--- src/rpls_pkg.sv ---
// Package for the remote pulse length serializer.
// Holds item, result and configuration types and the fixed timing constants.
// No dependencies.
package rpls_pkg;

  localparam int unsigned CODE_W     = 7;
  localparam int unsigned ADDR_W     = 7;
  localparam int unsigned REPEAT_W   = 3;
  localparam int unsigned CFG_DATA_W = 7;
  localparam int unsigned CFG_IDX_W  = 1;
  localparam int unsigned TICK_W     = 5;
  localparam int unsigned BITPOS_W   = 5;
  localparam int unsigned FRAME_W    = ADDR_W + CODE_W;

  localparam int unsigned QUEUE_DEPTH = 2;
  localparam int unsigned QPTR_W      = 1;
  localparam int unsigned QCNT_W      = 2;

  localparam logic [TICK_W-1:0]   HDR_LOW_TICKS  = 5'd16;
  localparam logic [TICK_W-1:0]   HDR_HIGH_TICKS = 5'd8;
  localparam logic [TICK_W-1:0]   ONE_HIGH_TICKS = 5'd3;
  localparam logic [TICK_W-1:0]   ONE_TICK       = 5'd1;
  localparam logic [BITPOS_W-1:0] LAST_BIT       = 5'd16;

  localparam logic [REPEAT_W-1:0] REPEAT_RST = 3'd3;
  localparam logic [ADDR_W-1:0]   ADDR_RST   = 7'h47;

  // item kinds
  localparam logic CMD_TICK = 1'b0;
  localparam logic CMD_SEND = 1'b1;

  // configuration register indexes
  localparam logic [CFG_IDX_W-1:0] CFG_REPEAT = 1'b0;
  localparam logic [CFG_IDX_W-1:0] CFG_ADDR   = 1'b1;

  typedef struct packed {
    logic [REPEAT_W-1:0] repeat_count;
    logic [ADDR_W-1:0]   device_address;
  } cfg_t;

  typedef struct packed {
    logic              is_send;
    logic [CODE_W-1:0] code;
  } q_entry_t;

  // head of the queue as seen by the back end
  typedef struct packed {
    logic     valid;
    q_entry_t entry;
  } q_head_t;

  typedef struct packed {
    logic line_level;
    logic sending;
    logic sequence_done;
    logic request_refused;
  } result_t;

endpackage

--- src/rpls_in_if.sv ---
// Input channel of the remote pulse length serializer.
// Valid/ready handshake carrying cmd and button_code. Depends on rpls_pkg.
interface rpls_in_if;
  logic                       valid;
  logic                       ready;
  logic                       cmd;
  logic [rpls_pkg::CODE_W-1:0] button_code;

  modport source (output valid, output cmd, output button_code, input ready);
  modport sink   (input valid, input cmd, input button_code, output ready);
endinterface

--- src/rpls_out_if.sv ---
// Result channel of the remote pulse length serializer.
// Valid/ready handshake carrying the four one-bit result fields.
interface rpls_out_if;
  logic valid;
  logic ready;
  logic line_level;
  logic sending;
  logic sequence_done;
  logic request_refused;

  modport source (output valid, output line_level, output sending,
                  output sequence_done, output request_refused, input ready);
  modport sink   (input valid, input line_level, input sending,
                  input sequence_done, input request_refused, output ready);
endinterface

--- src/remote_pulse_length_serializer.sv ---
// Top level of the remote pulse length serializer: configuration registers,
// front end queue and back end sequencer. Depends on rpls_pkg, the channel
// interfaces, rpls_front and rpls_back.
//
// Usage: in_if carries items; cmd 0 is one timing tick, cmd 1 asks to send
// button_code. Every item gives exactly one item on out_if: the line level
// for that tick, whether a transmission is running, the end-of-sequence flag
// and the refused flag for a send that arrives while busy.
// The config port writes repeat_count (index 0) and device_address (index 1)
// on any cycle with cfg_we_i high; write only while the block is idle.
// An accepted item is written into the queue; the sequencer then steps on it and
// its result is registered in the output register, from which out_if takes it.
// Throughput: one item per cycle while out_if is ready; the sequencer step and output
// register are the only stage in the loop.
// When out_if stalls the result register holds; the queue absorbs two more
// items, after which in_if.ready drops.
// Reset: asynchronous, active low; the line rests released, the queue is
// emptied and the registers return to three repeats and address 0x47.
module remote_pulse_length_serializer (
  input  logic                             clk_i,
  input  logic                             rst_ni,
  rpls_in_if.sink                          in_if,
  rpls_out_if.source                       out_if,
  input  logic                             cfg_we_i,
  input  logic [rpls_pkg::CFG_IDX_W-1:0]   cfg_idx_i,
  input  logic [rpls_pkg::CFG_DATA_W-1:0]  cfg_wdata_i
);

  rpls_pkg::cfg_t    cfg_q;
  rpls_pkg::q_head_t head;
  logic              pop;

  always_ff @(posedge clk_i or negedge rst_ni) begin
    if (!rst_ni) begin
      cfg_q.repeat_count   <= rpls_pkg::REPEAT_RST;
      cfg_q.device_address <= rpls_pkg::ADDR_RST;
    end else if (cfg_we_i) begin
      case (cfg_idx_i)
        rpls_pkg::CFG_REPEAT: cfg_q.repeat_count   <= cfg_wdata_i[rpls_pkg::REPEAT_W-1:0];
        rpls_pkg::CFG_ADDR:   cfg_q.device_address <= cfg_wdata_i[rpls_pkg::ADDR_W-1:0];
        default: ;
      endcase
    end
  end

  rpls_front u_front (
    .clk_i  (clk_i),
    .rst_ni (rst_ni),
    .in_if  (in_if),
    .pop_i  (pop),
    .head_o (head)
  );

  rpls_back u_back (
    .clk_i  (clk_i),
    .rst_ni (rst_ni),
    .cfg_i  (cfg_q),
    .head_i (head),
    .pop_o  (pop),
    .out_if (out_if)
  );

  // the back end only steps on a queued item
  a_pop_needs_item: assert property (@(posedge clk_i) disable iff (!rst_ni)
    pop |-> head.valid)
    else $error("sequencer stepped with an empty queue");

  // the final tick still belongs to the transmission and is released
  a_done_ends_send: assert property (@(posedge clk_i) disable iff (!rst_ni)
    out_if.valid && out_if.sequence_done |-> out_if.sending && out_if.line_level)
    else $error("sequence end reported outside a transmission");

  a_refused_busy: assert property (@(posedge clk_i) disable iff (!rst_ni)
    out_if.valid && out_if.request_refused |-> out_if.sending)
    else $error("request refused while idle");

  a_low_only_busy: assert property (@(posedge clk_i) disable iff (!rst_ni)
    out_if.valid && !out_if.line_level |-> out_if.sending)
    else $error("line driven low while idle");

endmodule

--- src/rpls_front.sv ---
// Front end: accepts input items, classifies them and holds them in a
// two-entry queue for the back end. Depends on rpls_pkg and rpls_in_if.
module rpls_front (
  input  logic              clk_i,
  input  logic              rst_ni,
  rpls_in_if.sink           in_if,
  input  logic              pop_i,
  output rpls_pkg::q_head_t head_o
);

  rpls_pkg::q_entry_t                entry_q [rpls_pkg::QUEUE_DEPTH];
  logic [rpls_pkg::QPTR_W-1:0]      wr_ptr_q, rd_ptr_q;
  logic [rpls_pkg::QCNT_W-1:0]      cnt_q;
  logic                             push;
  logic                             pop;
  rpls_pkg::q_entry_t               new_entry;

  assign in_if.ready = (cnt_q != rpls_pkg::QCNT_W'(rpls_pkg::QUEUE_DEPTH));
  assign push        = in_if.valid && in_if.ready;
  assign pop         = pop_i && (cnt_q != '0);

  always_comb begin
    new_entry.is_send = (in_if.cmd == rpls_pkg::CMD_SEND);
    new_entry.code    = in_if.button_code;
  end

  assign head_o.valid = (cnt_q != '0);
  assign head_o.entry = entry_q[rd_ptr_q];

  always_ff @(posedge clk_i) begin
    if (push) begin
      entry_q[wr_ptr_q] <= new_entry;
    end
  end

  always_ff @(posedge clk_i or negedge rst_ni) begin
    if (!rst_ni) begin
      wr_ptr_q <= '0;
      rd_ptr_q <= '0;
      cnt_q    <= '0;
    end else begin
      if (push) wr_ptr_q <= wr_ptr_q + 1'b1;
      if (pop)  rd_ptr_q <= rd_ptr_q + 1'b1;
      if (push && !pop) cnt_q <= cnt_q + 1'b1;
      else if (pop && !push) cnt_q <= cnt_q - 1'b1;
    end
  end

endmodule

--- src/rpls_back.sv ---
// Back end: frame sequencer that steps once per queued item and writes one
// result into the output register. Depends on rpls_pkg and rpls_out_if.
module rpls_back (
  input  logic              clk_i,
  input  logic              rst_ni,
  input  rpls_pkg::cfg_t    cfg_i,
  input  rpls_pkg::q_head_t head_i,
  output logic              pop_o,
  rpls_out_if.source        out_if
);

  typedef enum logic [2:0] {
    PH_IDLE     = 3'd0,
    PH_RESET    = 3'd1,
    PH_HDR_LOW  = 3'd2,
    PH_HDR_HIGH = 3'd3,
    PH_BIT_LOW  = 3'd4,
    PH_BIT_HIGH = 3'd5
  } phase_e;

  logic                              busy_q, busy_d;
  logic [rpls_pkg::REPEAT_W-1:0]     rep_q, rep_d;
  phase_e                            phase_q, phase_d;
  logic [rpls_pkg::BITPOS_W-1:0]     bitpos_q, bitpos_d;
  logic [rpls_pkg::TICK_W-1:0]       ticks_q, ticks_d;
  logic [rpls_pkg::FRAME_W-1:0]      frame_q, frame_d;
  logic                              out_valid_q;
  rpls_pkg::result_t                 res_q, res_d;

  logic                              fire;
  logic                              cur_level;
  logic                              cur_bit;
  logic                              phase_ok;
  logic [rpls_pkg::BITPOS_W-1:0]     bit_m1;
  logic [rpls_pkg::FRAME_W+1:0]      frame_ext;

  assign fire  = head_i.valid && (!out_valid_q || out_if.ready);
  assign pop_o = fire;

  assign cur_level = !(busy_q && (phase_q == PH_HDR_LOW || phase_q == PH_BIT_LOW));
  assign phase_ok  = (phase_q != PH_IDLE) && (phase_q <= PH_BIT_HIGH);

  // start bit (wraps to the top bit) and stop bits read the padding ones
  assign bit_m1    = bitpos_q - 1'b1;
  assign frame_ext = {2'b11, frame_q};
  assign cur_bit   = frame_ext[bit_m1[3:0]];

  always_comb begin
    busy_d   = busy_q;
    rep_d    = rep_q;
    phase_d  = phase_q;
    bitpos_d = bitpos_q;
    ticks_d  = ticks_q;
    frame_d  = frame_q;
    res_d    = '{line_level: 1'b1, sending: 1'b0, sequence_done: 1'b0,
                 request_refused: 1'b0};

    if (head_i.entry.is_send) begin
      res_d.sending = 1'b1;
      if (busy_q) begin
        res_d.request_refused = 1'b1;
        res_d.line_level      = cur_level;
      end else begin
        busy_d   = 1'b1;
        rep_d    = (cfg_i.repeat_count == '0) ? 3'd1 : cfg_i.repeat_count;
        phase_d  = PH_RESET;
        bitpos_d = '0;
        ticks_d  = rpls_pkg::ONE_TICK;
        frame_d  = {head_i.entry.code, cfg_i.device_address};
      end
    end else if (busy_q) begin
      if (!phase_ok) begin
        busy_d   = 1'b0;
        rep_d    = '0;
        phase_d  = PH_IDLE;
        bitpos_d = '0;
        ticks_d  = '0;
      end else begin
        res_d.line_level = cur_level;
        res_d.sending    = 1'b1;
        if (ticks_q > rpls_pkg::ONE_TICK) begin
          ticks_d = ticks_q - 1'b1;
        end else begin
          case (phase_q)
            PH_RESET: begin
              phase_d = PH_HDR_LOW;
              ticks_d = rpls_pkg::HDR_LOW_TICKS;
            end
            PH_HDR_LOW: begin
              phase_d = PH_HDR_HIGH;
              ticks_d = rpls_pkg::HDR_HIGH_TICKS;
            end
            PH_HDR_HIGH: begin
              phase_d  = PH_BIT_LOW;
              bitpos_d = '0;
              ticks_d  = rpls_pkg::ONE_TICK;
            end
            PH_BIT_LOW: begin
              phase_d = PH_BIT_HIGH;
              ticks_d = cur_bit ? rpls_pkg::ONE_HIGH_TICKS : rpls_pkg::ONE_TICK;
            end
            PH_BIT_HIGH: begin
              if (bitpos_q < rpls_pkg::LAST_BIT) begin
                bitpos_d = bitpos_q + 1'b1;
                phase_d  = PH_BIT_LOW;
                ticks_d  = rpls_pkg::ONE_TICK;
              end else if (rep_q > 3'd1) begin
                rep_d    = rep_q - 1'b1;
                phase_d  = PH_RESET;
                bitpos_d = '0;
                ticks_d  = rpls_pkg::ONE_TICK;
              end else begin
                busy_d              = 1'b0;
                rep_d               = '0;
                phase_d             = PH_IDLE;
                bitpos_d            = '0;
                ticks_d             = '0;
                res_d.sequence_done = 1'b1;
              end
            end
            default: begin
              busy_d   = 1'b0;
              rep_d    = '0;
              phase_d  = PH_IDLE;
              bitpos_d = '0;
              ticks_d  = '0;
            end
          endcase
        end
      end
    end
  end

  always_ff @(posedge clk_i or negedge rst_ni) begin
    if (!rst_ni) begin
      busy_q      <= 1'b0;
      rep_q       <= '0;
      phase_q     <= PH_IDLE;
      bitpos_q    <= '0;
      ticks_q     <= '0;
      frame_q     <= '0;
      out_valid_q <= 1'b0;
      res_q       <= '0;
    end else begin
      if (fire) begin
        busy_q      <= busy_d;
        rep_q       <= rep_d;
        phase_q     <= phase_d;
        bitpos_q    <= bitpos_d;
        ticks_q     <= ticks_d;
        frame_q     <= frame_d;
        res_q       <= res_d;
        out_valid_q <= 1'b1;
      end else if (out_if.ready) begin
        out_valid_q <= 1'b0;
      end
    end
  end

  assign out_if.valid           = out_valid_q;
  assign out_if.line_level      = res_q.line_level;
  assign out_if.sending         = res_q.sending;
  assign out_if.sequence_done   = res_q.sequence_done;
  assign out_if.request_refused = res_q.request_refused;

endmodule

--- src/flat_wrapper.sv ---
// flat-port wrapper written by rule: the top's interface ports become plain ports
module remote_pulse_length_serializer_flat 
  (clk_i, rst_ni, cfg_we_i, cfg_idx_i, cfg_wdata_i, in_if_valid, in_if_cmd, in_if_button_code, in_if_ready, out_if_valid, out_if_line_level, out_if_sending, out_if_sequence_done, out_if_request_refused, out_if_ready);
  rpls_in_if in_if_i ();
  rpls_out_if out_if_i ();
  input  logic clk_i;
  input  logic rst_ni;
  input  logic cfg_we_i;
  input  logic [rpls_pkg::CFG_IDX_W-1:0] cfg_idx_i;
  input  logic [rpls_pkg::CFG_DATA_W-1:0] cfg_wdata_i;
  input wire logic [$bits(in_if_i.valid)-1:0] in_if_valid;
  input wire logic [$bits(in_if_i.cmd)-1:0] in_if_cmd;
  input wire logic [$bits(in_if_i.button_code)-1:0] in_if_button_code;
  output wire logic [$bits(in_if_i.ready)-1:0] in_if_ready;
  output wire logic [$bits(out_if_i.valid)-1:0] out_if_valid;
  output wire logic [$bits(out_if_i.line_level)-1:0] out_if_line_level;
  output wire logic [$bits(out_if_i.sending)-1:0] out_if_sending;
  output wire logic [$bits(out_if_i.sequence_done)-1:0] out_if_sequence_done;
  output wire logic [$bits(out_if_i.request_refused)-1:0] out_if_request_refused;
  input wire logic [$bits(out_if_i.ready)-1:0] out_if_ready;
  assign in_if_i.valid = in_if_valid;
  assign in_if_i.cmd = in_if_cmd;
  assign in_if_i.button_code = in_if_button_code;
  assign in_if_ready = in_if_i.ready;
  assign out_if_valid = out_if_i.valid;
  assign out_if_line_level = out_if_i.line_level;
  assign out_if_sending = out_if_i.sending;
  assign out_if_sequence_done = out_if_i.sequence_done;
  assign out_if_request_refused = out_if_i.request_refused;
  assign out_if_i.ready = out_if_ready;
  remote_pulse_length_serializer u_core (.clk_i(clk_i), .rst_ni(rst_ni), .in_if(in_if_i), .out_if(out_if_i), .cfg_we_i(cfg_we_i), .cfg_idx_i(cfg_idx_i), .cfg_wdata_i(cfg_wdata_i));
endmodule
--- config.mk ---
export PLATFORM = sky130hd
export DESIGN_NAME = remote_pulse_length_serializer_flat
export DESIGN_NICKNAME = d
export VERILOG_FILES = /design/src/rpls_pkg.sv /design/src/rpls_in_if.sv /design/src/rpls_out_if.sv /design/src/remote_pulse_length_serializer.sv /design/src/rpls_front.sv /design/src/rpls_back.sv /design/src/flat_wrapper.sv
export SDC_FILE = /design/constraint.sdc
export NUM_CORES = 1
export LEC_CHECK = 0
export BUFFER_PORTS_ARGS = -buffer_cell sky130_fd_sc_hd__buf_2
export CORE_MARGIN = 1.5
export CORE_UTILIZATION = 35
export DETAILED_ROUTE_END_ITERATION = 7
export GPL_ROUTABILITY_DRIVEN = 0
export SLEW_MARGIN = 30
export SYNTH_ARGS = -nofsm -noshare
export SYNTH_HDL_FRONTEND = slang
export SYNTH_SLANG_ARGS = --single-unit
--- constraint.sdc ---
create_clock -name clk_i -period 7.1 [get_ports clk_i]
set_clock_uncertainty 0.15 [all_clocks]
set_input_delay 1.42 -clock clk_i [delete_from_list [all_inputs] [get_ports clk_i]]
set_output_delay 1.42 -clock clk_i [all_outputs]
set_load 0.05 [all_outputs]
## Yosys cells after proc, flatten, opt, wreduce, memory -nomap -nowiden

Memory sizes are Yosys's and may differ from the RTL's.
Index checks and enable logic that the tools add are counted.

| word-level totals | value |
|---|---|
| register bits after elaboration | 50 |
| memory bits (writable) | 16 |
| logic and storage cells | 130 |
| memories | 1 |

Memories:

| memory | depth | bits a word | read ports | clocked after Yosys merged registers in | write ports | RTL line | text |
|---|---|---|---|---|---|---|---|
| u_core.u_front.entry_q | 2 | 8 | 1 | 0 | 1 | rpls_front.sv:11 | `rpls_pkg::q_entry_t entry_q [rpls_pkg::QUEUE_DEPTH];` |

| operators by class | value |
|---|---|
| $add $sub $neg | 8 |
| order comparisons | 5 |
| equality and inequality tests | 11 |
| multiplexer cells | 59 |
| bitwise gates (word level) | 2 |
| reduce and logical (&&, ||, !) cells | 28 |

Operators by type and width:

| kind | number |
|---|---|
| two-way mux 5 bit | 12 |
| two-way mux 3 bit | 16 |
| one-hot mux 5 bit (5 select lines) | 1 |
| two-way mux 1 bit | 21 |
| one-hot mux 3 bit (5 select lines) | 1 |
| one-hot mux 5 bit (2 select lines) | 1 |
| inequality test 3 x 2 -> 1 bit (second input constant) | 3 |
| two-way mux 2 bit | 4 |
| nonzero test 2 bit | 4 |
| logical AND 1 bit | 7 |
| equality test 3 x 2 -> 1 bit (second input constant) | 2 |
| equality test 3 bit (second input constant) | 2 |
| one-hot mux 3 bit (2 select lines) | 1 |
| AND reduction 3 bit | 2 |
| AND reduction 6 bit | 1 |
| adder 5 x 1 -> 5 bit (second input constant) | 1 |
| greater-than comparator 5 x 1 -> 1 bit (second input constant) | 1 |
| less-than comparator 4 x 5 -> 1 bit (second input constant) | 1 |
| less-than comparator 5 bit (second input constant) | 1 |
| AND reduction 5 bit | 1 |
| subtractor 5 x 1 -> 5 bit (second input constant) | 1 |
| binary-select mux 1 bit (select 4 bit) | 1 |
| zero test 1 bit | 4 |
| inequality test 2 bit (second input constant) | 2 |
| 18 further kinds | 22 |

## Depth between registers and ports, before layout

| logic depth | value |
|---|---|
| depth after elaboration | 9 |
| depth in mapped cells | 9 |

## Modules after synthesis

From an unflattened synthesis, not the netlist that was laid out.

| second synthesis, totals | value |
|---|---|
| cells, all modules | 285 |
| area total of the unflattened synthesis | 3353.2 µm² |

Modules (own cells, without submodules):

| module | times used | cells each | area an instance (µm²) | seq. area each (µm²) |
|---|---|---|---|---|
| rpls_back | 1 | 220 | 2183.3 | 900.9 |
| rpls_front | 1 | 43 | 787.0 | 580.6 |
| remote_pulse_length_serializer | 1 | 22 | 382.9 | 257.7 |

## Least setup slack after synthesis

Ideal clock, no wire load.

| path | value |
|---|---|
| path type | input -> register |
| start point | in out_if_ready |
| end point | reg u_core.u_back.frame_q[1] (netlist name) |
| setup time | 125 ps |
| arrival | 2745 ps |
| slack | 4080 ps |
| cell stages on the path | 6 |
| buffers on the path | 1 |
| path through | nand2b_1 and2_1 inv_1 nor3_1 clkbuf_1 mux2_2 |

| on the way | value |
|---|---|
| cells in the longest elaborated chain, start to end | 3 |

Ends and longest elaborated chain:

| element | RTL line | text |
|---|---|---|
| start: declaration | flat_wrapper.sv:20 | `input wire logic [$bits(out_if_i.ready)-1:0] out_if_ready;` |
| logical OR 1 bit | rpls_back.sv:37 | `assign fire = head_i.valid && (!out_valid_q \|\| out_if.ready);` |
| logical AND 1 bit | rpls_back.sv:37 |  |
| AND reduction 3 bit (no source line) | n/a |  |
| end signal: assignment | rpls_back.sv:151 | `frame_q <= frame_d;` |
| end: declaration | rpls_back.sv:26 | `logic [rpls_pkg::FRAME_W-1:0] frame_q, frame_d;` |

Every way passes these cells.
A chain may end at the register's enable or synchronous reset.

## Worst setup path after layout

| path | value |
|---|---|
| start point | reg u_core.u_front.rd_ptr_q |
| end point | reg u_core.u_back.ticks_q[1] (netlist name) |

| on the way | value |
|---|---|
| cells in the longest elaborated chain, start to end | 3 |
| elaborated cells between the ends (all ways) | 5 |
| those cells by class | eq/ne: 1; mux: 1; reduce/logical: 2; memory: 1 |

Ends and longest elaborated chain:

| element | RTL line | text |
|---|---|---|
| start: declaration | rpls_front.sv:12 | `logic [rpls_pkg::QPTR_W-1:0] wr_ptr_q, rd_ptr_q;` |
| start signal: assignment | rpls_front.sv:43 | `if (pop) rd_ptr_q <= rd_ptr_q + 1'b1;` |
| memory (2 x 8 bit) (*) | n/a |  |
| inequality test 2 bit (no source line) or nonzero test 2 bit (tied branches) | n/a |  |
| AND reduction 3 bit (no source line) | n/a |  |
| end signal: assignment | rpls_back.sv:150 | `ticks_q <= ticks_d;` |
| end: declaration | rpls_back.sv:25 | `logic [rpls_pkg::TICK_W-1:0] ticks_q, ticks_d;` |

Every way passes the cells marked *; elsewhere a longest branch is shown, timed or not.

==> impl_metrics.csv <==
group,metric,value,unit
route,viasPerCell,5.20,
sta,tightest_slew,650,ps
grt,grt_pass1_wl,10.2,mm
synth,async_flop_share,0.758,
synth,synthCells,285,
worst_setup_path,cp_max_fo,12,
sta,hold_viol_final,0,
pwr,p_leak,0.00151,uW
synth,synth_mux_area_frac,0.128,
grt,use_met1,0.173,
cts,cts_hold_buf,0,
cts,h-tree-depth,3,
cells_and_area,fin_util,0.418,
cts,cts_root_buf,"clkbuf_8",
pwr,internal_power,939,uW
synth,synth_xor_area_frac,0.0243,
sta,setup_ws,4080,ps
cts,clkSinkCount,66,
placement,portBuffers,26,
cells_and_area,layout_commonest_cell,"dfrtp_1",
worst_setup_path,rrSetupSlack,4080,ps
route,wl_per_cell,13.7,microns
sta,fin_crit,3020,ps
cts,clock_latency,340,ps
synth,synth_fa_ha_area_frac,0.0386,
synth,synth-simple-area-share,0.125,
pwr,peakVddDrop,0.000156,V
run,cap_viol_max_count,0,
grt,gr-total-overflow,0,
hold_path,hp-class,"flip-flop to flip-flop",
die,core,8850,sq um
synth,ys_ff_latch,66,
sta,rsz0062_at_grt,"false",
pwr,seqPwrFrac,0.407,
grt,grtUsageTotal,0.131,
route,drtIter0Drc,108,
grt,grt_pass1_vias,2198,
pwr,power,1530,uW
sta,finalSetupTns,0,ps
die,start_util,0.366,
synth,synth_nets,316,
cells_and_area,layout_common_cells,"dfrtp_1 (44), buf_2 (26), nor2_1 (24), nand2_1 (21), mux2_2 (19)",
route,vias,2209,
synth,syn_area_per_cell,11.4,sq um
cells_and_area,diodes,0,
route,ant_nets,0,
cts,clk_pin_slew,80,ps
synth,synth-compound-area-share,0.118,
synth,synth_edf_count,16,
grt,antenna_found_initial,0,
synth,synth_top_family_by_area,"multiplexers",
pwr,clkPwrFrac,0.223,
die,row_count,34,
cells_and_area,final_nets,343,
sta,finalMaxSlewViolations,0,
synth,ys_seq_area_frac,0.537,
outcome,status,"complete, no violations",
synth,synth_flop_cell,"dfrtp_1",
synth,synth.distinct_cells,54,
pwr,p_comb_frac,0.371,
cts,cts_tree,"built",
die,num_io_pins,27,
grt,busiest_layer,"met2",
grt,use_met2,0.205,
sta,maxSlewHeadroom,0.565,
cts,cts_buffers,9,
pwr,p_sw,589,uW
grt,globalRouteMet3Util,0.0295,
route,wirelength,5.82,mm
die,fp.dieArea,9850,sq um
placement,dp.final_hpwl,4.09,mm
sta,finalSetupViolCount,0,
worst_setup_path,critPathKind,"flip-flop to flip-flop",
synth,syn_area,3240,sq um
die,die_y,99.2,microns
cts,cts.repair.resized,0,
pwr,p_sw_frac,0.386,
worst_setup_path,cp.required,7240,ps
cts,post_cts_buffers,0,
synth,yosys_warnings,0,
cells_and_area,drive_above_1_share,0.256,
worst_setup_path,crit_arrival,3170,ps
placement,place_ws,3850,ps
worst_setup_path,end_kind,"flip-flop",
sta,fin_crit_sh,0.426,
grt,grt_max_degree,51,
die,die_x,99.2,microns
cts,cts_buffer_depth,2,
route,drc,0,
route,drt_pass1_iterations,4,
pwr,p_per_area,413,nW/um^2
worst_setup_path,start_kind,"flip-flop",
cells_and_area,area_growth,14.1,%
sta,fmax,331,MHz
-- kinds of logic (layout without fill, tap and decap cells) --
logic type / count (synthesis) / count (layout)
fa+ha+maj: 10 / 10
flops: 66 / 66
mux: 34 / 34
buf+inv: 23 / 55
compound gates: 59 / 59
xor+xnor: 9 / 9
simple gates: 84 / 84
-- metrics by stage --
stage / instance area [sq um] / hold WS (ps) / instances
finish: 3700 / 330 / 425
CTS: 3700 / 333 / 425
detailed placement: 3470 / 314 / 409
floorplan: 3240 / 307 / 285
global route: 3700 / 366 / 425
global placement: 3470 / 312 / 409
-- Yosys cell counts (all sizes together) (2+ instances only) --
| library cell | n | area, sq um |
|---|---|---|
| mux2i | 11 | 123 |
| or3 | 2 | 17.5 |
| mux4 | 3 | 67.6 |
| nand3 | 6 | 30.0 |
| o22ai | 2 | 12.5 |
| clkbuf | 10 | 37.5 |
| ha | 10 | 125 |
| xnor2 | 6 | 52.6 |
| and3 | 3 | 18.8 |
| nor3 | 12 | 60.1 |
| dfstp | 6 | 158 |
| o31ai | 4 | 30.0 |
| a21oi | 16 | 83.8 |
| dfrtp | 44 | 1100 |
| inv | 11 | 41.3 |
| edfxtp | 16 | 480 |
| nor3b | 3 | 22.5 |
| xor2 | 3 | 26.3 |
| nor2 | 24 | 90.1 |
| nand2b | 4 | 25.0 |
| mux2 | 20 | 225 |
| nand2 | 21 | 78.8 |
| a31oi | 3 | 18.8 |
| a2111oi | 2 | 23.8 |
| o21ai | 18 | 90.1 |
| nor2b | 2 | 12.5 |
| buf | 2 | 15.0 |
| a22o | 2 | 17.5 |
-- sequential cells by signal, indices dropped and copies added, names as in the netlist --
register,cells
u_core.u_front.entry_q,16
u_core.cfg_q,10
u_core.u_front.wr_ptr_q,1
u_core.u_back.ticks_q,5
u_core.u_back.out_if.sending,1
u_core.u_back.out_if.line_level,1
u_core.u_back.out_if.sequence_done,1
u_core.u_back.busy_q,1
u_core.u_back.rep_q,3
u_core.u_back.phase_q,3
u_core.u_back.frame_q,14
u_core.u_back.out_if.request_refused,1
u_core.u_front.rd_ptr_q,1
u_core.u_front.cnt_q,2
u_core.u_back.out_if.valid,1
u_core.u_back.bitpos_q,5
-- power by group through the flow --
stage	clock (uW)	combinational (uW)	sequential, uW
6_report	340	566	622
5_1_grt	366	636	641
4_1_cts	351	572	622
3_5_place_dp	0	568	629
3_3_place_gp	0	560	626
2_1_floorplan	0	458	611
-- path summary, 6_finish.rpt --
path,cells after the start,from,end
worst max-delay path,7,u_core.u_front.rd_ptr_q,u_core.u_back.ticks_q[1]
worst min-delay path,2,u_core.u_back.out_if.request_refused,u_core.u_back.out_if.request_refused
worst max register to register,7,u_core.u_front.rd_ptr_q,u_core.u_back.ticks_q[1]
worst min register to register,2,u_core.u_back.out_if.request_refused,u_core.u_back.out_if.request_refused
max in group asynchronous,2,rst_ni,u_core.u_back.rep_q[1]
min in group asynchronous,2,rst_ni,u_core.u_back.ticks_q[1]
-- cell type report --
class                           count  area [sq um]
Clock buffer                       11           163
Clock inverter                      5          60.1
Fill cell                         835          5150
Inverter                           11          41.3
Multi-Input combinational cell    196          1410
Sequential cell                    66          1740
Tap cell                          108           135
Timing Repair Buffer               28           145
-- critical path: stages (launching register included) --
cell     delay (ps)
dfrtp_1         670
mux2i_4         450
inv_2           180
ha_1            320
nand3_1         370
or4_1           620
o21ai_0          90
a31o_2          120
-- per-layer routing --
metal  wire length (microns)  vias up
met4                     118        0
met3                     271       11
met5                       0        -
li1                        -     1091
met2                    2760       63
met1                    2670     1044
(Power assumes the default switching activity.)
